`src/rtl/core/lsc_pkg.sv`:
```
`timescale 1ns / 1ps
// ----------------------------------------------------------------------------
// lsc_pkg - shared types and constants for the line syllable counter
// Character codes, default widths and the per-word tracking record.
// ----------------------------------------------------------------------------
package lsc_pkg;

	localparam int SUM_BITS_DEF        = 12;
	localparam int LINE_INDEX_BITS_DEF = 16;

	localparam logic [7:0] CHAR_A       = 8'h61;
	localparam logic [7:0] CHAR_E       = 8'h65;
	localparam logic [7:0] CHAR_I       = 8'h69;
	localparam logic [7:0] CHAR_O       = 8'h6F;
	localparam logic [7:0] CHAR_U       = 8'h75;
	localparam logic [7:0] CHAR_Z       = 8'h7A;
	localparam logic [7:0] CHAR_APOS    = 8'h27;
	localparam logic [7:0] CHAR_NL      = 8'h0A;
	localparam logic [7:0] CASE_BIT     = 8'h20;
	localparam logic [1:0] SHORT_WORD   = 2'd2;
	localparam logic [7:0] SYL_MAX      = 8'hFF;

	typedef struct packed {
		logic       in_word;
		logic       after_vowel;
		logic [7:0] syl;
		logic [1:0] len;
		logic       last_e;
		logic       before_last_vowel;
	} word_state_t;

	function automatic logic vowel_char(input logic [7:0] c);
		return (c == CHAR_A) || (c == CHAR_E) || (c == CHAR_I) || (c == CHAR_O) ||
			(c == CHAR_U);
	endfunction

	// Syllables a finished word contributes: silent-e rule, floor of one
	function automatic logic [7:0] word_credit(input word_state_t w);
		logic [7:0] s;
		s = w.syl;
		if ((w.len > SHORT_WORD) && w.last_e && !w.before_last_vowel && (s > 8'd1)) begin
			s = s - 8'd1;
		end
		if (s == 8'd0) begin
			s = 8'd1;
		end
		return s;
	endfunction

endpackage

```
`src/rtl/core/line_syllable_counter.sv`:
```
`timescale 1ns / 1ps
// ----------------------------------------------------------------------------
// line_syllable_counter - heuristic syllable count per line of text
// Byte stream in, one transaction out for every non-empty line.
// ----------------------------------------------------------------------------
// One byte per clock is taken on the slave side while results are taken; tlast
// marks the final byte of the text and closes any open line. Each byte sits in
// one input register and is folded into the word and line counters as it leaves
// it, so m_tvalid for a closed line rises when its closing byte moves from the
// input register into the result register. Throughput is one byte every cycle
// while the master side takes results; a stalled result register holds one byte
// in the input stage and then drops s_tready. Newlines ending an empty line give
// no transaction. The syllable sum and the line index saturate at their full
// width.
module line_syllable_counter #(
	parameter int SUM_BITS        = lsc_pkg::SUM_BITS_DEF,
	parameter int LINE_INDEX_BITS = lsc_pkg::LINE_INDEX_BITS_DEF,
	localparam int OUT_W = ((SUM_BITS + LINE_INDEX_BITS + 7) / 8) * 8
) (
	input  logic             clk,
	input  logic             arst_n,
	input  logic             s_tvalid,
	output logic             s_tready,
	input  logic [7:0]       s_tdata,  // [7:0] text_byte
	input  logic             s_tlast,  // is_last
	output logic             m_tvalid,
	input  logic             m_tready,
	output logic [OUT_W-1:0] m_tdata   // line_syllables, line index, zero pad
);

	localparam logic [SUM_BITS-1:0]        SUM_MAX = '1;
	localparam logic [LINE_INDEX_BITS-1:0] IDX_MAX = '1;

	logic                       valid_s1;
	logic [7:0]                 byte_s1;
	logic                       last_s1;
	logic                       out_valid_s2;
	logic [SUM_BITS-1:0]        sum_s2;
	logic [LINE_INDEX_BITS-1:0] num_s2;

	lsc_pkg::word_state_t       word_q;
	logic                       line_open_q;
	logic [SUM_BITS-1:0]        line_sum_q;
	logic [LINE_INDEX_BITS-1:0] line_count_q;

	logic                       adv;
	logic                       is_nl, is_alpha, is_apos, take, vowel, close_line;
	logic [7:0]                 fold, ch;
	lsc_pkg::word_state_t       w_taken, w_src, w_next;
	logic                       do_close_word;
	logic [SUM_BITS:0]          sum_wide;
	logic [SUM_BITS-1:0]        sum_new;
	logic                       emit;

	assign adv      = valid_s1 && (!out_valid_s2 || m_tready);
	assign s_tready = !valid_s1 || adv;

	always_comb begin
		is_nl    = (byte_s1 == lsc_pkg::CHAR_NL);
		fold     = byte_s1 | lsc_pkg::CASE_BIT;
		is_alpha = fold inside {[lsc_pkg::CHAR_A:lsc_pkg::CHAR_Z]};
		is_apos  = (byte_s1 == lsc_pkg::CHAR_APOS);
		take     = !is_nl && (is_alpha || is_apos);
		ch       = is_alpha ? fold : byte_s1;
		vowel    = lsc_pkg::vowel_char(ch);

		w_taken                   = word_q;
		w_taken.in_word           = 1'b1;
		w_taken.before_last_vowel = word_q.after_vowel;
		w_taken.after_vowel       = vowel;
		w_taken.last_e            = (ch == lsc_pkg::CHAR_E);
		if (vowel && !word_q.after_vowel && (word_q.syl != lsc_pkg::SYL_MAX)) begin
			w_taken.syl = word_q.syl + 8'd1;
		end
		if (word_q.len != 2'd3) begin
			w_taken.len = word_q.len + 2'd1;
		end

		close_line = is_nl || last_s1;
		// a letter or apostrophe closes its word only when it is the final byte
		do_close_word = take ? last_s1 : 1'b1;
		w_src         = take ? w_taken : word_q;

		sum_wide = {1'b0, line_sum_q} + (SUM_BITS+1)'(lsc_pkg::word_credit(w_src));
		if (do_close_word && w_src.in_word) begin
			sum_new = sum_wide[SUM_BITS] ? SUM_MAX : sum_wide[SUM_BITS-1:0];
		end else begin
			sum_new = line_sum_q;
		end

		w_next = (take && !last_s1) ? w_taken : '0;
		emit   = close_line && (is_nl ? line_open_q : 1'b1);
	end

	always_ff @(posedge clk or negedge arst_n) begin
		if (!arst_n) begin
			valid_s1 <= 1'b0;
		end else if (s_tready) begin
			valid_s1 <= s_tvalid;
		end
	end

	always_ff @(posedge clk) begin
		if (s_tvalid && s_tready) begin
			byte_s1 <= s_tdata;
			last_s1 <= s_tlast;
		end
	end

	always_ff @(posedge clk or negedge arst_n) begin
		if (!arst_n) begin
			word_q       <= '0;
			line_open_q  <= 1'b0;
			line_sum_q   <= '0;
			line_count_q <= '0;
		end else if (adv) begin
			word_q      <= w_next;
			line_open_q <= !close_line;
			line_sum_q  <= close_line ? '0 : sum_new;
			if (emit && (line_count_q != IDX_MAX)) begin
				line_count_q <= line_count_q + 1'b1;
			end
		end
	end

	always_ff @(posedge clk or negedge arst_n) begin
		if (!arst_n) begin
			out_valid_s2 <= 1'b0;
		end else if (adv) begin
			out_valid_s2 <= emit;
		end else if (m_tready) begin
			out_valid_s2 <= 1'b0;
		end
	end

	always_ff @(posedge clk) begin
		if (adv && emit) begin
			sum_s2 <= sum_new;
			num_s2 <= line_count_q;
		end
	end

	assign m_tvalid = out_valid_s2;
	assign m_tdata  = OUT_W'({num_s2, sum_s2});

endmodule

```
`config.mk`:
```
export PLATFORM = sky130hd
export DESIGN_NAME = line_syllable_counter
export DESIGN_NICKNAME = d
export VERILOG_FILES = /design/src/rtl/core/lsc_pkg.sv /design/src/rtl/core/line_syllable_counter.sv
export SDC_FILE = /design/constraint.sdc
export NUM_CORES = 1
export LEC_CHECK = 0
export ABC_AREA = 1
export BUFFER_PORTS_ARGS = -buffer_cell sky130_fd_sc_hd__buf_2
export CORE_MARGIN = 3
export CORE_UTILIZATION = 45
export CTS_BUF_LIST = sky130_fd_sc_hd__clkbuf_8
export CTS_CLUSTER_DIAMETER = 50
export DETAILED_ROUTE_END_ITERATION = 6
export MAX_ROUTING_LAYER = met4
export PLACE_DENSITY = 0.64
export REMOVE_ABC_BUFFERS = 1
export SYNTH_ARGS = -nofsm -noshare
export SYNTH_HDL_FRONTEND = slang
export SYNTH_SLANG_ARGS = --single-unit
export TNS_END_PERCENT = 10
```
`constraint.sdc`:
```
create_clock -name clk -period 5.02 [get_ports clk]
set_input_delay 0.753 -clock clk [delete_from_list [all_inputs] [get_ports clk]]
set_output_delay 0.753 -clock clk [all_outputs]
set_load 0.005 [all_outputs]
```
==> flow_summary_export.csv, run 1 <==
group,metric,value,unit
layout,share_of_final_layout_standard_cells_stronger_than_drive_strength_1,27.3,%
logic_synthesis,post_synth_num_cell_types,43,
setup_path,r2r_slack,0.39,ns
placed_design,globalplace.congestion,0.887,
setup_path,crit_path_frequent_cell,"sky130_fd_sc_hd__nand2_1",
layout,most_frequent_standard_cell_in_the_layout_excluding_fill_and_tap_cells,"sky130_fd_sc_hd__nand2_1",
clock_tree,clock_sinks,82,
routing,detailedRoute.firstIterationViolations,152,
grt,grt_pass1_wl,14200,um
placed_design,detailed_place_hpwl,6020,um
layout,layout_common_cells,"74 x sky130_fd_sc_hd__nand2_1, 52 x sky130_fd_sc_hd__inv_1, 45 x sky130_fd_sc_hd__dfrtp_1",
layout,total_of_fill_cells_in_the_finished_design,830,
setup_path,data_arrival_at_the_endpoint_of_the_critical_path,4.75,ns
grt,initial_antenna_violation_count,0,
timing,timing.final.ws_setup,0.388,ns
timing,drv_slew,0,
logic_synthesis,synth.area.top_cells,"sky130_fd_sc_hd__dfrtp_1 26%, sky130_fd_sc_hd__edfxtp_1 25%, sky130_fd_sc_hd__nand2_1 6.5%",
setup_path,crit_start_category,"register",
setup_path,timing.critical_path.to_type,"register",
die,fp.dieArea,0.0109,mm2
placed_design,port_buffers,42,
run_status,status,"complete, no violations",
timing,layout_worst_path_cycle_share,92.3,%
timing,worst_slew_pin_slew,1.01,ns
setup_path,r2r.worst_path.cells,33,
setup_path,critical_path.slowest_cell,"sky130_fd_sc_hd__dfrtp_1",
grt,grt_util_all_layers,16.4,%
layout,final_nets,531,
grt,globalRouteOverflowTotal,0,
die,die_height,104,um
timing,skew,0.0165,ns
clock_tree,clockBufferDepth,2,
logic_synthesis,syn-instance-count,450,
routing,route.final.wire_length,8320,um
timing,report.final.setup_viol,0,
clock_tree,worstSkewPairLatency,0.36,ns
power,p_leak,2.32,nW
clock_tree,tritoncts.num_buffers,9,
logic_synthesis,synth_flop_type,"sky130_fd_sc_hd__dfrtp_1",
die,initial_core_util,46.7,%
timing,fmax,216,MHz
setup_path,timing.critical_path.required,5.13,ns
routing,first_pass_iters,4,
clock_tree,clk_pin_slew_worst_paths,0.10,ns
logic_synthesis,synth_sequential_area_ratio,51.3,%
clock_tree,cts_tree,"built",
setup_path,setup.worst_path.class,"register to register",
logic_synthesis,synth_area,0.00436,mm2
setup_path,worst_r2r_startpoint,"word_q[4]",
setup_path,timing.critical_path.slowest_cell_delay,0.42,ns
routing,drt-vias-per-instance,4.87,
die,fp-row-count,35,
routing,drtAntennaViolNets,0,
timing,grt_setup_unrepaired,"yes",
timing,hold_violations,0,
logic_synthesis,synthesis.area_per_instance,9.69,um2
timing,slew_headroom,32.4,%
routing,drcViolationCount,0,
grt,grt_max_degree,46,
timing,setup_tns,0,ns
clock_tree,clockRootBuffer,"sky130_fd_sc_hd__clkbuf_8",
logic_synthesis,ff_latch_count_synth,82,
layout,area_growth_syn_to_layout,15.7,%
logic_synthesis,synth-edff-count,37,
die,core,0.00933,mm2
power,pwr_density_cell,319,mW/mm2
logic_synthesis,synth-async-reset-ratio,54.9,%
setup_path,critical_path_peak_fanout,9,
logic_synthesis,synth_warnings,0,
die,num_io_pins,47,
grt,grt_pass1_vias,2985,
logic_synthesis,synthDominantCellAreaShare,25.8,%
layout,number_of_diodes,0,
die,dieWidth,104,um
clock_tree,clock_tree.htree_level_count,3,
routing,post_drt_wl_per_cell,13.0,um
placed_design,post-place-ws,0.124,ns
logic_synthesis,netlist.top_cell.by_area,"sky130_fd_sc_hd__dfrtp_1",
setup_path,worstReg2RegEnd,"sum_s2[8]",
routing,vias,3113,
min_path,timing.hold.worst.class,"input pin to async pin",
run,maxCapViolCount,0,
timing,final.min_clock_period,4.63,ns
power,worst_ir_drop_vdd,0.202,mV
cells in the mapped netlist, types with 2 or more instances:
library cell,instances
sky130_fd_sc_hd__dfrtp_1,45
sky130_fd_sc_hd__a21oi_1,8
sky130_fd_sc_hd__nor3_1,8
sky130_fd_sc_hd__edfxtp_1,37
sky130_fd_sc_hd__nand2_4,5
sky130_fd_sc_hd__o21ai_2,2
sky130_fd_sc_hd__xnor2_1,9
sky130_fd_sc_hd__nand3_2,7
sky130_fd_sc_hd__nand2_1,75
sky130_fd_sc_hd__nand4_1,7
sky130_fd_sc_hd__inv_2,11
sky130_fd_sc_hd__ha_1,12
sky130_fd_sc_hd__xor2_1,21
sky130_fd_sc_hd__inv_1,53
sky130_fd_sc_hd__o21bai_1,2
sky130_fd_sc_hd__a22oi_1,6
sky130_fd_sc_hd__nor2_4,5
sky130_fd_sc_hd__nor2_2,4
sky130_fd_sc_hd__nor2_1,21
sky130_fd_sc_hd__o21ai_0,27
sky130_fd_sc_hd__nand3_1,31
sky130_fd_sc_hd__buf_4,5
sky130_fd_sc_hd__nand2_2,18
sky130_fd_sc_hd__o21ai_1,4
sky130_fd_sc_hd__o22ai_1,6
sky130_fd_sc_hd__clkbuf_1,4
sequential cells by signal, summed over array words and instances (netlist names):
register      cells
m_tvalid          1
line_open_q       1
line_sum_q       12
sum_s2           12
valid_s1          1
word_q           13
byte_s1           8
w_taken           1
num_s2           16
line_count_q     16
last_s1           1
worst max path at each step:
| stage | cells after the start | slack, ns | startpoint | endpoint |
|---|---|---|---|---|
| 2_1_floorplan | 31 | 0.73 | word_q[4] | sum_s2[2] |
| 3_3_place_gp | 35 | 0.26 | byte_s1[1] | line_sum_q[4] |
| 3_5_place_dp | 33 | 0.12 | word_q[4] | line_sum_q[7] |
| 4_1_cts | 33 | 0.09 | word_q[4] | line_sum_q[7] |
| 5_1_grt | 33 | -0.07 | word_q[4] | sum_s2[8] |
| 6_report | 33 | 0.39 | word_q[4] | sum_s2[8] |
layer usage:
layer / track usage [%] / up-vias / share of wire, %
met5: - / - / 0
met4: 3.89 / 0 / 0.69
met3: 4.10 / 4 / 4.2
met2: 25.1 / 62 / 47
met1: 22.0 / 1456 / 48
li1: - / 1591 / -
worst max-delay path, delay by kind of cell (launching register included):
kind	cells	cell delay, ns
DFF	1	0.42
buffers and inverters	3	0.27
and+or+nand+nor	20	2.07
adders and majority gates	4	0.81
AOI/OAI and AO/OA	6	0.80
per-stage QoR:
step / util, % / instances / area, um2 / total power (W) / hold WS [ns]
after floorplan: - / 444 / 4320 / 0.000986 / 0.455
after global placement: 50.4 / 616 / 4700 / 0.00106 / 0.475
after detailed placement: 50.4 / 616 / 4700 / 0.00107 / 0.485
after CTS: 52.8 / 632 / 4930 / 0.00162 / 0.478
after global routing: 54.1 / 639 / 5040 / 0.00170 / 0.512
final: 54.1 / 639 / 5040 / 0.00161 / 0.471
cell type report:
class | instances | area, um2 | area share (%)
sequential | 82 | 2240 | 44.4
clock inverter | 7 | 105 | 2.08
clock buffer | 9 | 124 | 2.46
multi-input combinational | 297 | 1900 | 37.7
inverter | 65 | 245 | 4.86
tap | 129 | 161 | 3.20
timing repair buffer | 50 | 270 | 5.36
kinds of logic after synthesis:
family	after synthesis	share of synthesized area [%]
fa+ha+maj	13	3.90
simple gates	189	23.1
other cells	1	0.0860
buf+inv	74	6.83
mux	1	0.258
xor+xnor	30	6.03
flops	82	51.3
compound gates	60	8.44
power breakdown:
part / total, W / internal (W) / switching [W] / leakage [nW]
logic: 0.000226 / 0.0000878 / 0.000138 / 1.26
clock network: 0.000549 / 0.000289 / 0.000260 / 0.113
registers: 0.000833 / 0.000784 / 0.0000491 / 0.948
total: 0.00161 / 0.00116 / 0.000447 / 2.32
timing repair:
item	in CTS	in global routing
resized for setup	0	22
endpoints found under the setup margin	0	24
hold buffers	0	0
setup buffers	0	7
No activity file was read; power rests on OpenSTA's default activity.
==> inputs of run 2 (changes only) <==
- ABC_AREA: 1 -> default
==> run 2 against run 1 <==
  * Synthesized cell count fell by 14%
  * Setup slack worse by 0.074 ns
  * Total power is 8.9% lower
  * Sequential share of layout area rose by 0.80 points
  * Maximum frequency fell by 1.6%
  * Core utilization up 1.4 points
  * Non-clock buffer count rose by 17
  * Cell area fell by 1.7%
==> flow_summary_export.csv, run 2 <==
group,metric,value,unit
timing,timing.final.ws_setup,0.314,ns
timing,worst_slew_pin_slew,1.12,ns
die,fp-row-count,34,
power,p_leak,2.10,nW
timing,final.min_clock_period,4.71,ns
timing,hold_violations,0,
timing,skew,0.00905,ns
logic_synthesis,syn-instance-count,389,
logic_synthesis,synth-edff-count,37,
logic_synthesis,netlist.top_cell.by_area,"sky130_fd_sc_hd__dfrtp_1",
power,pwr_density_cell,295,mW/mm2
grt,globalRouteOverflowTotal,0,
layout,postLayoutCellArea,0.00496,mm2
logic_synthesis,synth_sequential_area_ratio,52.6,%
placed_design,detailed_place_hpwl,6070,um
logic_synthesis,synth.top_cells.by_count,"45 x sky130_fd_sc_hd__dfrtp_1, 37 x sky130_fd_sc_hd__edfxtp_1, 37 x sky130_fd_sc_hd__nand2_1, 24 x sky130_fd_sc_hd__nor2_1, 22 x sky130_fd_sc_hd__a21oi_1",
die,dieWidth,103,um
layout,layout_common_cells,"43 x sky130_fd_sc_hd__dfrtp_1, 42 x sky130_fd_sc_hd__buf_2, 37 x sky130_fd_sc_hd__edfxtp_1",
clock_tree,clock_sinks,82,
power,sequentialPowerShare,56.5,%
grt,grt_pass1_vias,2925,
layout,reg.largest.list,"line_count_q (16), num_s2 (16), word_q (13)",
logic_synthesis,synthMuxAreaShare,1.97,%
setup_path,r2r_slack,0.31,ns
clock_tree,worstSkewPairLatency,0.35,ns
power,power_switching_share,28.3,%
run,maxCapViolCount,0,
power,power.switching,0.000415,W
power,intPower,0.00105,W
placed_design,port_buffers,42,
logic_synthesis,main_combinational_cell_family_by_area_after_synthesis,"simple AND/OR/NAND/NOR gates",
timing,report.final.setup_viol,0,
die,die_height,103,um
grt,grt_max_degree,46,
setup_path,timing.critical_path.required,5.25,ns
setup_path,critical_path_peak_fanout,6,
logic_synthesis,synth_compound_area_share,14.5,%
timing,slew_headroom,25.2,%
timing,layout_worst_path_cycle_share,93.8,%
logic_synthesis,synth_warnings,0,
setup_path,data_arrival_at_the_endpoint_of_the_critical_path,4.94,ns
power,clk_network_pwr_share,30.2,%
layout,final_nets,481,
timing,hold_slack,0.487,ns
layout,most_frequent_standard_cell_in_the_layout_excluding_fill_and_tap_cells,"sky130_fd_sc_hd__dfrtp_1",
routing,post_drt_wl_per_cell,15.7,um
die,fp.dieArea,0.0107,mm2
logic_synthesis,post_synth_num_cell_types,60,
logic_synthesis,synth_flop_type,"sky130_fd_sc_hd__dfrtp_1",
routing,route.final.wire_length,8900,um
routing,vias,3159,
routing,drt-vias-per-instance,5.56,
grt,initial_antenna_violation_count,0,
die,core,0.00893,mm2
clock_tree,cts_tree,"built",
routing,drtAntennaViolNets,0,
min_path,timing.hold.worst.class,"register to register",
logic_synthesis,synthDominantCellAreaShare,26.5,%
logic_synthesis,synthesis.area_per_instance,10.9,um2
layout,share_of_final_layout_standard_cells_stronger_than_drive_strength_1,24.1,%
die,num_io_pins,47,
grt,grt_util_all_layers,18.2,%
layout,number_of_diodes,0,
placed_design,post-place-ws,0.0810,ns
routing,detailedRoute.firstIterationViolations,110,
timing,fmax,212,MHz
grt,grt_pass1_wl,14700,um
placed_design,dpl_cell_area,0.00466,mm2
logic_synthesis,synthAdderAreaFrac,4.00,%
clock_tree,tritoncts.num_buffers,9,
timing,grt_setup_unrepaired,"no",
logic_synthesis,post_synth_xor_area_fraction,6.79,%
clock_tree,clockBufferDepth,2,
timing,drv_slew,0,
setup_path,timing.critical_path.to_type,"register",
routing,drcViolationCount,0,
clock_tree,clockRootBuffer,"sky130_fd_sc_hd__clkbuf_8",
setup_path,crit_start_category,"register",
power,power.total,0.00146,W
power,comb_power_share,13.3,%
logic_synthesis,synth-async-reset-ratio,54.9,%
logic_synthesis,synth_area,0.00426,mm2
logic_synthesis,synth.area.top_cells,"sky130_fd_sc_hd__dfrtp_1 26%, sky130_fd_sc_hd__edfxtp_1 26%, sky130_fd_sc_hd__xnor2_1 4.1%",
logic_synthesis,synth-simple-area-share,17.4,%
power,worst_ir_drop_vdd,0.205,mV
setup_path,setup.worst_path.class,"register to register",
run_status,status,"complete, no violations",
routing,first_pass_iters,4,
clock_tree,clk_pin_slew_worst_paths,0.09,ns
clock_tree,clock_tree.htree_level_count,3,
placed_design,globalplace.congestion,1.02,
layout,area_growth_syn_to_layout,16.5,%
logic_synthesis,ff_latch_count_synth,82,
die,initial_core_util,47.6,%
logic_synthesis,post-synth-top-count-cell,"sky130_fd_sc_hd__dfrtp_1",
timing,setup_tns,0,ns
[run 2: worst max-delay path, cell delays in order, from the launching register on]
cell,delay [ns]
sky130_fd_sc_hd__edfxtp_1,0.46
sky130_fd_sc_hd__and2_4,0.19
sky130_fd_sc_hd__o31a_1,0.30
sky130_fd_sc_hd__buf_4,0.16
sky130_fd_sc_hd__or3_4,0.37
sky130_fd_sc_hd__or3_4,0.41
sky130_fd_sc_hd__xor2_2,0.17
sky130_fd_sc_hd__nand3_1,0.13
sky130_fd_sc_hd__mux2i_2,0.29
sky130_fd_sc_hd__o41ai_2,0.11
sky130_fd_sc_hd__ha_1,0.21
sky130_fd_sc_hd__fa_1,0.41
sky130_fd_sc_hd__a21o_1,0.20
sky130_fd_sc_hd__a21oi_2,0.15
sky130_fd_sc_hd__o21bai_1,0.09
sky130_fd_sc_hd__a21oi_2,0.19
sky130_fd_sc_hd__o21ai_2,0.11
sky130_fd_sc_hd__a31o_2,0.26
sky130_fd_sc_hd__o22a_1,0.20
sky130_fd_sc_hd__a22o_1,0.20
[run 2: final cells by class]
class                      instances  area (um2)
timing repair buffer              67         398
inverter                           8        30.0
tap                              108         135
fill                             758        3970
sequential                        82        2240
multi-input combinational        287        1980
clock buffer                       9         124
clock inverter                     7        55.1
[run 2: per-layer routing]
| layer | track usage [%] | part of all wire (%) |
|---|---|---|
| met3 | 2.62 | 4.0 |
| met1 | 24.9 | 46 |
| met5 | - | 0 |
| met4 | 4.78 | 1.2 |
| met2 | 28.6 | 49 |
[run 2: cell families (layout without fill, tap and decap cells)]
group                      Yosys count  after routing
other                                1              4
DFF                                 82             82
adders and majority gates           13             13
xor gates and xnor gates            33             33
AOI/OAI and AO/OA                   89             89
muxes                                8              8
and+or+nand+nor                    140            140
buffers and inverters               23             91
[run 2: through the flow]
stage | std cells | utilization, %
after floorplan | 377 | -
after global placement | 544 | 52.1
after detailed placement | 544 | 52.1
after CTS | 560 | 54.1
after global routing | 568 | 55.5
final | 568 | 55.5
[run 2: power by group through the flow]
| stage | clock (W) | combinational (W) | sequential, W |
|---|---|---|---|
| 2_1_floorplan | 0 | 0.000121 | 0.000833 |
| 3_3_place_gp | 0 | 0.000185 | 0.000842 |
| 3_5_place_dp | 0 | 0.000190 | 0.000839 |
| 4_1_cts | 0.000457 | 0.000191 | 0.000828 |
| 5_1_grt | 0.000481 | 0.000219 | 0.000837 |
| 6_report | 0.000442 | 0.000194 | 0.000827 |
[run 2: path summary, 6_finish.rpt]
kind	from	end	cells after the start
max in group asynchronous	arst_n	word_q[4]	1
min in group asynchronous	arst_n	word_q[7]	1
max	byte_s1[3]	line_sum_q[0]	19
min	line_open_q	line_open_q	1
max reg2reg	byte_s1[3]	line_sum_q[0]	19
min reg2reg	line_open_q	line_open_q	1
[run 2: repair_timing]
item	4_1_cts	5_1_grt
gates resized for setup	0	17
setup buffers	0	8
hold buffers	0	0
endpoints found under the setup margin	0	24
